**config.mk**
```make
export PLATFORM = sky130hd
export DESIGN_NAME = diff_drive_speed_ramp
export DESIGN_NICKNAME = d
export VERILOG_FILES = /design/src/sv/ddsr_pkg.sv /design/src/sv/diff_drive_speed_ramp.sv /design/src/sv/ddsr_mul_lane.sv /design/src/sv/ddsr_ramp.sv
export SDC_FILE = /design/constraint.sdc
export NUM_CORES = 1
export LEC_CHECK = 0
export ABC_AREA = 1
export BUFFER_PORTS_ARGS = -buffer_cell sky130_fd_sc_hd__buf_2
export CORE_ASPECT_RATIO = 0.6
export CORE_MARGIN = 3
export CORE_UTILIZATION = 63
export DETAILED_ROUTE_END_ITERATION = 8
export PLACE_DENSITY = 0.93
export SLEW_MARGIN = 20
export SYNTH_ARGS = -nofsm -noshare
export SYNTH_HDL_FRONTEND = slang
export SYNTH_SLANG_ARGS = --single-unit
```
**constraint.sdc**
```tcl
create_clock -name clock -period 5.98 [get_ports clock]
set_clock_uncertainty 0.2 [all_clocks]
set_input_delay 1.794 -clock clock [delete_from_list [all_inputs] [get_ports clock]]
set_output_delay 1.794 -clock clock [all_outputs]
set_load 0.01 [all_outputs]
```
**src/sv/ddsr_pkg.sv**
```systemverilog
`timescale 1ns / 1ps
// ----------------------------------------------------------------------------
// ddsr_pkg
// Shared widths, register indexes and reset values for the speed ramp block.
// ----------------------------------------------------------------------------
package ddsr_pkg;

   // field and register widths
   localparam int DDSR_SPD_W   = 16;
   localparam int DDSR_REG_W   = 16;
   localparam int DDSR_PWR_W   = 8;
   localparam int DDSR_IDX_W   = 3;

   // serial multiplier lane: signed multiplicand, unsigned multiplier
   localparam int DDSR_MCAND_W = 34;
   localparam int DDSR_MPLR_W  = 16;
   localparam int DDSR_PROD_W  = DDSR_MCAND_W + DDSR_MPLR_W + 1;

   // fixed point: Q.36 wheel and Q.24 power both drop 24 fraction bits
   localparam int DDSR_FRAC_SH = 24;
   localparam int DDSR_PSUM_W  = 44;

   localparam int DDSR_POWER_MAX = 80;
   localparam int DDSR_POWER_MIN = -100;

   // register indexes
   localparam logic [DDSR_IDX_W-1:0] CSR_GAIN_LEFT      = 3'd0;
   localparam logic [DDSR_IDX_W-1:0] CSR_GAIN_RIGHT     = 3'd1;
   localparam logic [DDSR_IDX_W-1:0] CSR_OFFSET_LEFT    = 3'd2;
   localparam logic [DDSR_IDX_W-1:0] CSR_OFFSET_RIGHT   = 3'd3;
   localparam logic [DDSR_IDX_W-1:0] CSR_HALF_TRACK     = 3'd4;
   localparam logic [DDSR_IDX_W-1:0] CSR_INVERSE_RADIUS = 3'd5;

   // register reset values
   localparam logic [DDSR_REG_W-1:0] RST_GAIN_LEFT      = 16'd22566;
   localparam logic [DDSR_REG_W-1:0] RST_GAIN_RIGHT     = 16'd22551;
   localparam logic [DDSR_REG_W-1:0] RST_OFFSET_LEFT    = 16'd7483;
   localparam logic [DDSR_REG_W-1:0] RST_OFFSET_RIGHT   = 16'd10845;
   localparam logic [DDSR_REG_W-1:0] RST_HALF_TRACK     = 16'd4260;
   localparam logic [DDSR_REG_W-1:0] RST_INVERSE_RADIUS = 16'd9143;

endpackage

```
**src/sv/diff_drive_speed_ramp.sv**
```systemverilog
`timescale 1ns / 1ps
// ----------------------------------------------------------------------------
// diff_drive_speed_ramp
// Speed ramp and per-motor power for a differential-drive robot.
//
// A request on req_ carries target and step for linear and angular speed.
// The block ramps its two stored speeds, works out both wheel speeds and a
// linear power per motor, limits the powers and returns one response on
// rsp_ with the powers, the in-limit flag and the new speeds. The user is to
// write registers on the csr_ port only while idle; it is not enforced.
//
// The block takes one request at a time, as req_tready is high only in the
// idle state. A load state starts the sequence, then three passes (a load and
// 16 bit steps) run on two bit-serial multiplier lanes (half track by angular
// speed, sums by inverse radius, wheel speed by gain), then a power sum and a
// limit. A finished response waits in the output register; the next request
// is accepted meanwhile, and work halts at the limit step until the output
// register is free. Reset clears the stored speeds to zero, restores the
// register defaults and empties the output register.
// ----------------------------------------------------------------------------
module diff_drive_speed_ramp
   import ddsr_pkg::*;
(
   input  logic                  clock,
   input  logic                  reset,
   // request: target_v[15:0], target_w[31:16], step_v[47:32], step_w[63:48]
   input  logic [63:0]           req_tdata,
   input  logic                  req_tvalid,
   output logic                  req_tready,
   // response: left_power[7:0], right_power[15:8], within_limit[16],
   //           speed_v_now[32:17], speed_w_now[48:33], zero[55:49]
   output logic [55:0]           rsp_tdata,
   output logic                  rsp_tvalid,
   input  logic                  rsp_tready,
   // register writes
   input  logic                  csr_we,
   input  logic [DDSR_IDX_W-1:0] csr_index,
   input  logic [DDSR_REG_W-1:0] csr_wdata
);

   localparam logic [2:0] ST_IDLE  = 3'd0;
   localparam logic [2:0] ST_LOAD  = 3'd1;
   localparam logic [2:0] ST_MUL_S = 3'd2;
   localparam logic [2:0] ST_MUL_W = 3'd3;
   localparam logic [2:0] ST_MUL_P = 3'd4;
   localparam logic [2:0] ST_POWER = 3'd5;
   localparam logic [2:0] ST_FINAL = 3'd6;

   localparam logic signed [DDSR_PSUM_W-1:0] POWER_LIM =
      DDSR_PSUM_W'(DDSR_POWER_MAX) <<< DDSR_FRAC_SH;
   localparam int QW = DDSR_PSUM_W - DDSR_FRAC_SH;
   localparam int WW = DDSR_PROD_W - DDSR_FRAC_SH;

   // configuration registers
   logic [DDSR_REG_W-1:0] gain_l_ff, gain_r_ff, half_track_ff, inv_radius_ff;
   logic signed [DDSR_REG_W-1:0] offset_l_ff, offset_r_ff;

   logic [2:0] state_ff, state_in;
   logic       req_fire, rsp_load;

   logic signed [DDSR_SPD_W-1:0] speed_v, speed_w;

   logic                           lane_start;
   logic                           done0, done1;
   logic signed [DDSR_MCAND_W-1:0] mcand0, mcand1;
   logic        [DDSR_MPLR_W-1:0]  mplr0, mplr1;
   logic signed [DDSR_PROD_W-1:0]  prod0, prod1;

   logic signed [DDSR_MCAND_W-1:0] spin, sum_r, sum_l, vshift;
   logic signed [DDSR_MCAND_W-1:0] wheel_r, wheel_l;

   logic signed [DDSR_PSUM_W-1:0] psum_r_ff, psum_r_in, psum_l_ff, psum_l_in;
   logic signed [DDSR_PSUM_W-1:0] off_r_ext, off_l_ext;

   logic                         over, zero_speed;
   logic signed [DDSR_PWR_W-1:0] pwr_l, pwr_r;
   logic                         in_limit;

   logic [55:0] rsp_data_ff, rsp_data_in;
   logic        rsp_valid_ff, rsp_valid_in;

   // truncate a Q.36 wheel product toward zero to Q.12
   function automatic logic signed [DDSR_MCAND_W-1:0] wheel_trunc(
      input logic signed [DDSR_PROD_W-1:0] p
   );
      logic signed [WW-1:0] q;
      q = p[DDSR_PROD_W-1:DDSR_FRAC_SH];
      if (p[DDSR_PROD_W-1] && (p[DDSR_FRAC_SH-1:0] != '0))
         q = q + WW'(1);
      return DDSR_MCAND_W'(q);
   endfunction

   // truncate a Q.24 power toward zero, floor it at the minimum
   function automatic logic signed [DDSR_PWR_W-1:0] power_trunc(
      input logic signed [DDSR_PSUM_W-1:0] p
   );
      logic signed [QW-1:0] q;
      q = p[DDSR_PSUM_W-1:DDSR_FRAC_SH];
      if (p[DDSR_PSUM_W-1] && (p[DDSR_FRAC_SH-1:0] != '0))
         q = q + QW'(1);
      if (q < QW'(DDSR_POWER_MIN))
         q = QW'(DDSR_POWER_MIN);
      return q[DDSR_PWR_W-1:0];
   endfunction

   // register writes; unknown indexes drop
   always_ff @(posedge clock) begin
      if (reset) begin
         gain_l_ff     <= RST_GAIN_LEFT;
         gain_r_ff     <= RST_GAIN_RIGHT;
         offset_l_ff   <= RST_OFFSET_LEFT;
         offset_r_ff   <= RST_OFFSET_RIGHT;
         half_track_ff <= RST_HALF_TRACK;
         inv_radius_ff <= RST_INVERSE_RADIUS;
      end else if (csr_we) begin
         unique case (csr_index)
            CSR_GAIN_LEFT:      gain_l_ff     <= csr_wdata;
            CSR_GAIN_RIGHT:     gain_r_ff     <= csr_wdata;
            CSR_OFFSET_LEFT:    offset_l_ff   <= csr_wdata;
            CSR_OFFSET_RIGHT:   offset_r_ff   <= csr_wdata;
            CSR_HALF_TRACK:     half_track_ff <= csr_wdata;
            CSR_INVERSE_RADIUS: inv_radius_ff <= csr_wdata;
            default: ;
         endcase
      end
   end

   assign req_tready = (state_ff == ST_IDLE);
   assign req_fire   = req_tvalid && req_tready;

   ddsr_ramp u_ramp (
      .clock    (clock),
      .reset    (reset),
      .update   (req_fire),
      .target_v (req_tdata[15:0]),
      .target_w (req_tdata[31:16]),
      .step_v   (req_tdata[47:32]),
      .step_w   (req_tdata[63:48]),
      .speed_v  (speed_v),
      .speed_w  (speed_w)
   );

   // wheel sums from the half-track product
   assign spin   = prod0[DDSR_MCAND_W-1:0];
   assign vshift = {{(DDSR_MCAND_W-DDSR_SPD_W-16){speed_v[DDSR_SPD_W-1]}}, speed_v, 16'b0};
   assign sum_r  = vshift + spin;
   assign sum_l  = vshift - spin;

   assign wheel_r = wheel_trunc(prod0);
   assign wheel_l = wheel_trunc(prod1);

   // start both lanes in the load state and after each of the first two passes
   assign lane_start = (state_ff == ST_LOAD) ||
                       (done0 && (state_ff == ST_MUL_S || state_ff == ST_MUL_W));

   // lane 0 carries the right side, lane 1 the left
   always_comb begin
      mcand0 = wheel_r;
      mcand1 = wheel_l;
      mplr0  = gain_r_ff;
      mplr1  = gain_l_ff;
      case (state_ff)
         ST_LOAD: begin
            mcand0 = DDSR_MCAND_W'(speed_w);
            mcand1 = DDSR_MCAND_W'(speed_w);
            mplr0  = half_track_ff;
            mplr1  = half_track_ff;
         end
         ST_MUL_S: begin
            mcand0 = sum_r;
            mcand1 = sum_l;
            mplr0  = inv_radius_ff;
            mplr1  = inv_radius_ff;
         end
         default: ;
      endcase
   end

   ddsr_mul_lane #(
      .MCAND_W (DDSR_MCAND_W),
      .MPLR_W  (DDSR_MPLR_W)
   ) u_lane0 (
      .clock   (clock),
      .reset   (reset),
      .start   (lane_start),
      .mcand   (mcand0),
      .mplr    (mplr0),
      .done    (done0),
      .product (prod0)
   );

   ddsr_mul_lane #(
      .MCAND_W (DDSR_MCAND_W),
      .MPLR_W  (DDSR_MPLR_W)
   ) u_lane1 (
      .clock   (clock),
      .reset   (reset),
      .start   (lane_start),
      .mcand   (mcand1),
      .mplr    (mplr1),
      .done    (done1),
      .product (prod1)
   );

   // add the offsets to the gain products
   assign off_r_ext = {{(DDSR_PSUM_W-DDSR_REG_W-12){offset_r_ff[DDSR_REG_W-1]}},
                       offset_r_ff, 12'b0};
   assign off_l_ext = {{(DDSR_PSUM_W-DDSR_REG_W-12){offset_l_ff[DDSR_REG_W-1]}},
                       offset_l_ff, 12'b0};
   assign psum_r_in = (state_ff == ST_POWER) ? prod0[DDSR_PSUM_W-1:0] + off_r_ext
                                             : psum_r_ff;
   assign psum_l_in = (state_ff == ST_POWER) ? prod1[DDSR_PSUM_W-1:0] + off_l_ext
                                             : psum_l_ff;

   always_ff @(posedge clock) begin
      psum_r_ff <= psum_r_in;
      psum_l_ff <= psum_l_in;
   end

   // limit the powers; both speeds zero gives zero power
   assign zero_speed = (speed_v == '0) && (speed_w == '0);
   assign over       = !zero_speed && ((psum_l_ff > POWER_LIM) || (psum_r_ff > POWER_LIM));

   always_comb begin
      in_limit = 1'b1;
      pwr_l    = '0;
      pwr_r    = '0;
      if (zero_speed) begin
         pwr_l = '0;
         pwr_r = '0;
      end else if (over) begin
         in_limit = 1'b0;
         pwr_l    = DDSR_PWR_W'(DDSR_POWER_MAX);
         pwr_r    = DDSR_PWR_W'(DDSR_POWER_MAX);
      end else begin
         pwr_l = power_trunc(psum_l_ff);
         pwr_r = power_trunc(psum_r_ff);
      end
   end

   // output register: load at the limit step once free
   assign rsp_load    = (state_ff == ST_FINAL) && (!rsp_valid_ff || rsp_tready);
   assign rsp_data_in = rsp_load ? {7'b0, speed_w, speed_v, in_limit, pwr_r, pwr_l}
                                 : rsp_data_ff;

   always_comb begin
      rsp_valid_in = rsp_valid_ff;
      if (rsp_load)
         rsp_valid_in = 1'b1;
      else if (rsp_tready)
         rsp_valid_in = 1'b0;
   end

   // sequencer
   always_comb begin
      state_in = state_ff;
      unique case (state_ff)
         ST_IDLE:  if (req_fire) state_in = ST_LOAD;
         ST_LOAD:  state_in = ST_MUL_S;
         ST_MUL_S: if (done0) state_in = ST_MUL_W;
         ST_MUL_W: if (done0) state_in = ST_MUL_P;
         ST_MUL_P: if (done0) state_in = ST_POWER;
         ST_POWER: state_in = ST_FINAL;
         ST_FINAL: if (rsp_load) state_in = ST_IDLE;
         default:  state_in = ST_IDLE;
      endcase
   end

   always_ff @(posedge clock) begin
      if (reset) begin
         state_ff     <= ST_IDLE;
         rsp_valid_ff <= 1'b0;
      end else begin
         state_ff     <= state_in;
         rsp_valid_ff <= rsp_valid_in;
      end
   end

   always_ff @(posedge clock) begin
      rsp_data_ff <= rsp_data_in;
   end

   assign rsp_tdata  = rsp_data_ff;
   assign rsp_tvalid = rsp_valid_ff;

`ifndef SYNTHESIS
   a_lanes_lockstep: assert property (@(posedge clock) disable iff (reset)
      done0 == done1)
      else $error("multiplier lanes out of step");
   a_done_in_pass: assert property (@(posedge clock) disable iff (reset)
      done0 |-> (state_ff == ST_MUL_S || state_ff == ST_MUL_W ||
                 state_ff == ST_MUL_P))
      else $error("multiplier pass finished outside a multiply state");
   a_accept_starts: assert property (@(posedge clock) disable iff (reset)
      req_fire |=> state_ff == ST_LOAD)
      else $error("accepted request did not start the sequence");
   a_rsp_from_final: assert property (@(posedge clock) disable iff (reset)
      $rose(rsp_valid_ff) |-> $past(state_ff) == ST_FINAL)
      else $error("response raised outside the limit step");
`endif

endmodule

```
**src/sv/ddsr_mul_lane.sv**
```systemverilog
`timescale 1ns / 1ps
// ----------------------------------------------------------------------------
// ddsr_mul_lane
// Bit-serial shift-add multiplier: one multiplier bit per cycle, product
// low bits shift in behind the multiplier bits.
// ----------------------------------------------------------------------------
module ddsr_mul_lane
   import ddsr_pkg::*;
#(
   parameter int MCAND_W = DDSR_MCAND_W,
   parameter int MPLR_W  = DDSR_MPLR_W
) (
   input  logic                          clock,
   input  logic                          reset,
   input  logic                          start,
   input  logic signed [MCAND_W-1:0]     mcand,
   input  logic        [MPLR_W-1:0]      mplr,
   output logic                          done,
   output logic signed [MCAND_W+MPLR_W:0] product
);

   localparam int CNT_W = (MPLR_W > 1) ? $clog2(MPLR_W) : 1;

   logic signed [MCAND_W-1:0] mcand_ff, mcand_in;
   logic signed [MCAND_W:0]   hi_ff, hi_in, hi_sum;
   logic        [MPLR_W-1:0]  lo_ff, lo_in;
   logic        [CNT_W-1:0]   cnt_ff, cnt_in;
   logic                      busy_ff, busy_in;
   logic                      done_ff, done_in;
   logic                      last;

   assign last = (cnt_ff == CNT_W'(MPLR_W - 1));

   // add the multiplicand when the current multiplier bit is set
   assign hi_sum = hi_ff + (lo_ff[0] ? {mcand_ff[MCAND_W-1], mcand_ff}
                                     : {(MCAND_W+1){1'b0}});

   always_comb begin
      mcand_in = mcand_ff;
      hi_in    = hi_ff;
      lo_in    = lo_ff;
      cnt_in   = cnt_ff;
      busy_in  = busy_ff;
      done_in  = 1'b0;
      if (start) begin
         // load operands, clear the running sum
         mcand_in = mcand;
         hi_in    = '0;
         lo_in    = mplr;
         cnt_in   = '0;
         busy_in  = 1'b1;
      end else if (busy_ff) begin
         // shift the pair right by one bit
         hi_in  = {hi_sum[MCAND_W], hi_sum[MCAND_W:1]};
         lo_in  = {hi_sum[0], lo_ff[MPLR_W-1:1]};
         cnt_in = cnt_ff + CNT_W'(1);
         if (last) begin
            busy_in = 1'b0;
            done_in = 1'b1;
         end
      end
   end

   always_ff @(posedge clock) begin
      if (reset) begin
         busy_ff <= 1'b0;
         done_ff <= 1'b0;
         cnt_ff  <= '0;
      end else begin
         busy_ff <= busy_in;
         done_ff <= done_in;
         cnt_ff  <= cnt_in;
      end
   end

   always_ff @(posedge clock) begin
      mcand_ff <= mcand_in;
      hi_ff    <= hi_in;
      lo_ff    <= lo_in;
   end

   assign done    = done_ff;
   assign product = {hi_ff, lo_ff};

`ifndef SYNTHESIS
   a_start_idle: assert property (@(posedge clock) disable iff (reset)
      start |-> !busy_ff)
      else $error("multiplier lane restarted while busy");
   a_done_idle: assert property (@(posedge clock) disable iff (reset)
      done_ff |-> !busy_ff)
      else $error("multiplier lane done while still busy");
   a_count_fresh: assert property (@(posedge clock) disable iff (reset)
      $rose(busy_ff) |-> cnt_ff == '0)
      else $error("multiplier lane started with a stale bit count");
`endif

endmodule

```
**src/sv/ddsr_ramp.sv**
```systemverilog
`timescale 1ns / 1ps
// ----------------------------------------------------------------------------
// ddsr_ramp
// Holds the current linear and angular speeds and steps them toward their
// targets once per request, or sets them to the target if the step is not positive.
// ----------------------------------------------------------------------------
module ddsr_ramp
   import ddsr_pkg::*;
(
   input  logic                         clock,
   input  logic                         reset,
   input  logic                         update,
   input  logic signed [DDSR_SPD_W-1:0] target_v,
   input  logic signed [DDSR_SPD_W-1:0] target_w,
   input  logic signed [DDSR_SPD_W-1:0] step_v,
   input  logic signed [DDSR_SPD_W-1:0] step_w,
   output logic signed [DDSR_SPD_W-1:0] speed_v,
   output logic signed [DDSR_SPD_W-1:0] speed_w
);

   localparam logic signed [DDSR_SPD_W:0] SAT_HI = (DDSR_SPD_W+1)'(2**(DDSR_SPD_W-1) - 1);
   localparam logic signed [DDSR_SPD_W:0] SAT_LO = -(DDSR_SPD_W+1)'(2**(DDSR_SPD_W-1));

   logic signed [DDSR_SPD_W-1:0] cur_v_ff, cur_v_in, cur_w_ff, cur_w_in;

   // one speed: jump, step up or step down with saturation
   function automatic logic signed [DDSR_SPD_W-1:0] ramp_one(
      input logic signed [DDSR_SPD_W-1:0] cur,
      input logic signed [DDSR_SPD_W-1:0] tgt,
      input logic signed [DDSR_SPD_W-1:0] stp
   );
      logic signed [DDSR_SPD_W:0] nxt;
      logic signed [DDSR_SPD_W-1:0] res;
      if (tgt > cur)
         nxt = {cur[DDSR_SPD_W-1], cur} + {stp[DDSR_SPD_W-1], stp};
      else
         nxt = {cur[DDSR_SPD_W-1], cur} - {stp[DDSR_SPD_W-1], stp};
      if (cur == tgt)
         res = cur;
      else if (stp <= 0)
         res = tgt;
      else if (nxt > SAT_HI)
         res = SAT_HI[DDSR_SPD_W-1:0];
      else if (nxt < SAT_LO)
         res = SAT_LO[DDSR_SPD_W-1:0];
      else
         res = nxt[DDSR_SPD_W-1:0];
      return res;
   endfunction

   assign cur_v_in = update ? ramp_one(cur_v_ff, target_v, step_v) : cur_v_ff;
   assign cur_w_in = update ? ramp_one(cur_w_ff, target_w, step_w) : cur_w_ff;

   always_ff @(posedge clock) begin
      if (reset) begin
         cur_v_ff <= '0;
         cur_w_ff <= '0;
      end else begin
         cur_v_ff <= cur_v_in;
         cur_w_ff <= cur_w_in;
      end
   end

   assign speed_v = cur_v_ff;
   assign speed_w = cur_w_ff;

endmodule
```
==> impl_results.md <==
- Outcome: complete, no violations
- Synth cell types: 71
- DRT iter0 DRCs: 4254
- Final hold violation count: 0
- Worst vdd ir: 0.289 mV
- Rel. slew slack: 0.327
- Top Ports: 146
- Share of cells above drive strength 1: 0.0854
- Placement Cell Area: 33300 µm²
- Fin crit share: 0.879
- Final Util: 0.699
- Max cap viols: 0
- Clock Tree Buf Depth: 3
- Vias in the first global route: 28700
- Startpoint Class: primary input
- Finished Cell Area: 34700 µm²
- Initial Util: 0.642
- Leakage: 15.8 nW
- First-pass GRT wire length: 160000 µm
- Critical Path RT: 6290 ps
- CP arrival: 5570 ps
- Sequential Power Share: 0.306
- CORE AREA: 49700 µm²
- Fill count: 4022
- Int Power: 8.58 mW
- Vias per cell: 6.15
- Post-DP HPWL: 79400 µm
- Top post-synthesis cells by area: edfxtp_1, dfxtp_1, nand2_1
- Die W: 297 µm
- Final Net Count: 4740
- Worst Tran Pin Value: 1010 ps
- GR met1 Demand/Resource: 0.569
- Hold Crit Class: reg -> reg
- Total gr overflow: 0
- Max Clk Rate: 0.190 GHz
- Clock Power Share: 0.176
- First-pass iteration count of the detailed router: 6
- Critical Path Start: req_tdata[11]
- Combinational group share of total power: 0.518
- Switching Power: 8.03 mW
- Die area: 53500 µm²
- Gr usage total: 0.377
- Final min period: 5260 ps
- Post-Syn Area: 31900 µm²
- DR vias: 31500
- Most used DFF post-synth: edfxtp_1
- Post-synthesis sequential area ratio: 0.355
- Met3 usage: 0.114
- Crit-path max FO: 16
- Clk sinks: 448
- Clk slew on worst S/H paths: 70 ps
- Cts repair resizes: 0
- Setup_tns: 0 ps
- IO Port Bufs: 138
- Busiest grt layer: met1
- DR WL/cell: 20.2 µm
- RSZ-0062 raised after global routing: no
- Synthesis Warnings: 0
- Area delta synth->final: 8.89%
- Hold buffer count at CTS: 0
- Met2 Usage GRT: 0.522
- H-Tree Depth: 2
- Post-synth EDFFs: 237
- Critical Path Sink Type: flop
- Clock Latency Late Sink: 590 ps
- FP Rows: 63
- Post-Synthesis Cells: 4293
- Switch share: 0.484
- CTS Root Cell: clkbuf_16
- Total power: 16.6 mW
- Synth top area share: 0.223
- Post-CTS setup buffer count: 0
- Crit Path Category: in -> reg
- Ys async rst share: 0
- # DRC: 0
- CTS tree: done
- Post-DRT Antenna Nets: 0
- Initial antenna violation count: 3
- Max-slew violation count: 0
- DRT Wirelength: 103000 µm
- Avg Inst Size Synth: 7.43 µm²
- Seq cells post-synth: 448
- Hold path start: u_lane1.lo_ff[7]$_DFFE_PP_
- Total CTS buffers: 44
- Final GP Congestion: 1.09
- Area leader, netlist: edfxtp_1
- Endpoints failing setup: 0
- Worst reg2reg startpoint: u_ramp.speed_w[15]$_SDFFE_PP0P_
- Largest net degree at the start of global routing: 77
- Overall die height: 180 µm
- Pwr Density: 478 nW/µm²
[cells in the mapped netlist (21+ instances only)]
cell type / number
o21ai_0: 265
edfxtp_1: 237
nand2_1: 850
ha_1: 241
xnor2_1: 52
xor2_1: 127
a21o_1: 21
nand3_1: 193
o21ai_1: 38
nor4_1: 39
clkbuf_1: 78
nor2_1: 512
a21oi_1: 406
inv_1: 515
nand4_1: 50
nor3_1: 64
inv_2: 26
dfxtp_1: 211
a31oi_1: 22
o22ai_1: 25
o211ai_1: 27
[path summary, 6_finish.rpt]
check | slack, ps | cells after the start | endpoint
max | 720 | 24 | u_ramp.speed_v[1]$_SDFFE_PP0P_
min | 260 | 0 | psum_l_ff[7]$_DFFE_PP_
min reg2reg | 260 | 0 | psum_l_ff[7]$_DFFE_PP_
max reg2reg | 1390 | 22 | u_ramp.speed_w[10]$_SDFFE_PP0P_
[metrics by stage]
stage / setup WS (ps) / hold slack, ps / std cells
after CTS: 792 / 253 / 5122
after global routing: 265 / 262 / 5122
final: 722 / 259 / 5123
after detailed placement: 206 / 238 / 5040
after floorplan: 621 / 226 / 4299
after global placement: 271 / 228 / 5040
[area by class of cell]
cell class | instances | area, µm² | area share
multi-input cells | 3194 | 18100 | 0.520
flip-flops and latches | 448 | 11300 | 0.326
inverters | 544 | 2040 | 0.0588
clock buffers | 62 | 1290 | 0.0371
repair buffers | 172 | 946 | 0.0272
well taps | 682 | 853 | 0.0246
clock inverters | 20 | 198 | 0.00569
diodes | 1 | 2.50 | 0.0000720
[registers in the layout (all words and copies together) (netlist names), 16 cells and up]
| register | cells |
|---|---|
| u_ramp.speed_v | 16 |
| psum_l_ff | 44 |
| psum_r_ff | 44 |
| half_track_ff | 16 |
| gain_l_ff | 16 |
| u_lane0.lo_ff | 16 |
| u_lane0.mcand_ff | 34 |
| u_lane1.lo_ff | 16 |
| rsp_tdata | 49 |
| u_lane0.hi_ff | 34 |
| gain_r_ff | 16 |
| u_ramp.speed_w | 16 |
| u_lane1.hi_ff | 34 |
| offset_l_ff | 16 |
| offset_r_ff | 16 |
| inv_radius_ff | 16 |
| u_lane1.mcand_ff | 34 |
[power groups by stage]
stage | sequential (mW) | combinational, mW | clock, mW
detailed placement | 5.08 | 8.20 | 0
finish | 5.08 | 8.61 | 2.93
floorplan | 4.72 | 6.03 | 0
global route | 5.12 | 9.42 | 3.03
global placement | 5.05 | 8.06 | 0
CTS | 5.02 | 8.29 | 2.91
[routing by layer]
metal  up-vias  routed length [µm]
met5         -                  30
met1     14300               43600
met2      2180               40300
met3       238               16600
li1      14800                   -
met4         6                2840
[cells by family (layout without fill, tap and decap cells)]
family	count (synthesis)	count (layout)	synth area share
buffers and inverters	657	798	0.0798
flip-flops	448	448	0.355
adder cells (fa/ha/maj)	248	248	0.0989
other	1	8	0.000118
XOR/XNOR	179	179	0.0491
AO/OA/AOI/OAI	961	961	0.173
AND/OR/NAND/NOR	1799	1799	0.243
[layout by cell type (no fill, tap or decap), types with 27 or more instances in the layout]
cell type,count
buf_2,138
inv_2,27
buf_4,34
nor3_1,63
nor2_1,509
ha_1,241
nor4_1,38
edfxtp_1,237
o211ai_1,27
o21ai_0,265
xnor2_1,52
dfxtp_1,211
nand3_1,193
nand2_1,850
xor2_1,127
nand4_1,50
a21oi_1,406
o21ai_1,38
inv_1,514
clkbuf_16,45
[worst max-delay path, stage by stage]
cell,delay (ps)
buf_2,110
ha_1,290
nand2_1,50
inv_1,60
nand3_1,130
nor3_2,240
nand3b_1,270
nand3_4,260
inv_1,90
nand2_1,110
o21ai_0,140
xnor2_1,170
ha_1,330
inv_1,100
nor3_1,260
a21oi_1,120
nand2_1,90
xor2_1,250
inv_2,70
nand2_2,230
nand2_1,90
inv_1,110
o21ai_0,90
a21oi_1,120
No activity file was read; power rests on OpenSTA's default activity.
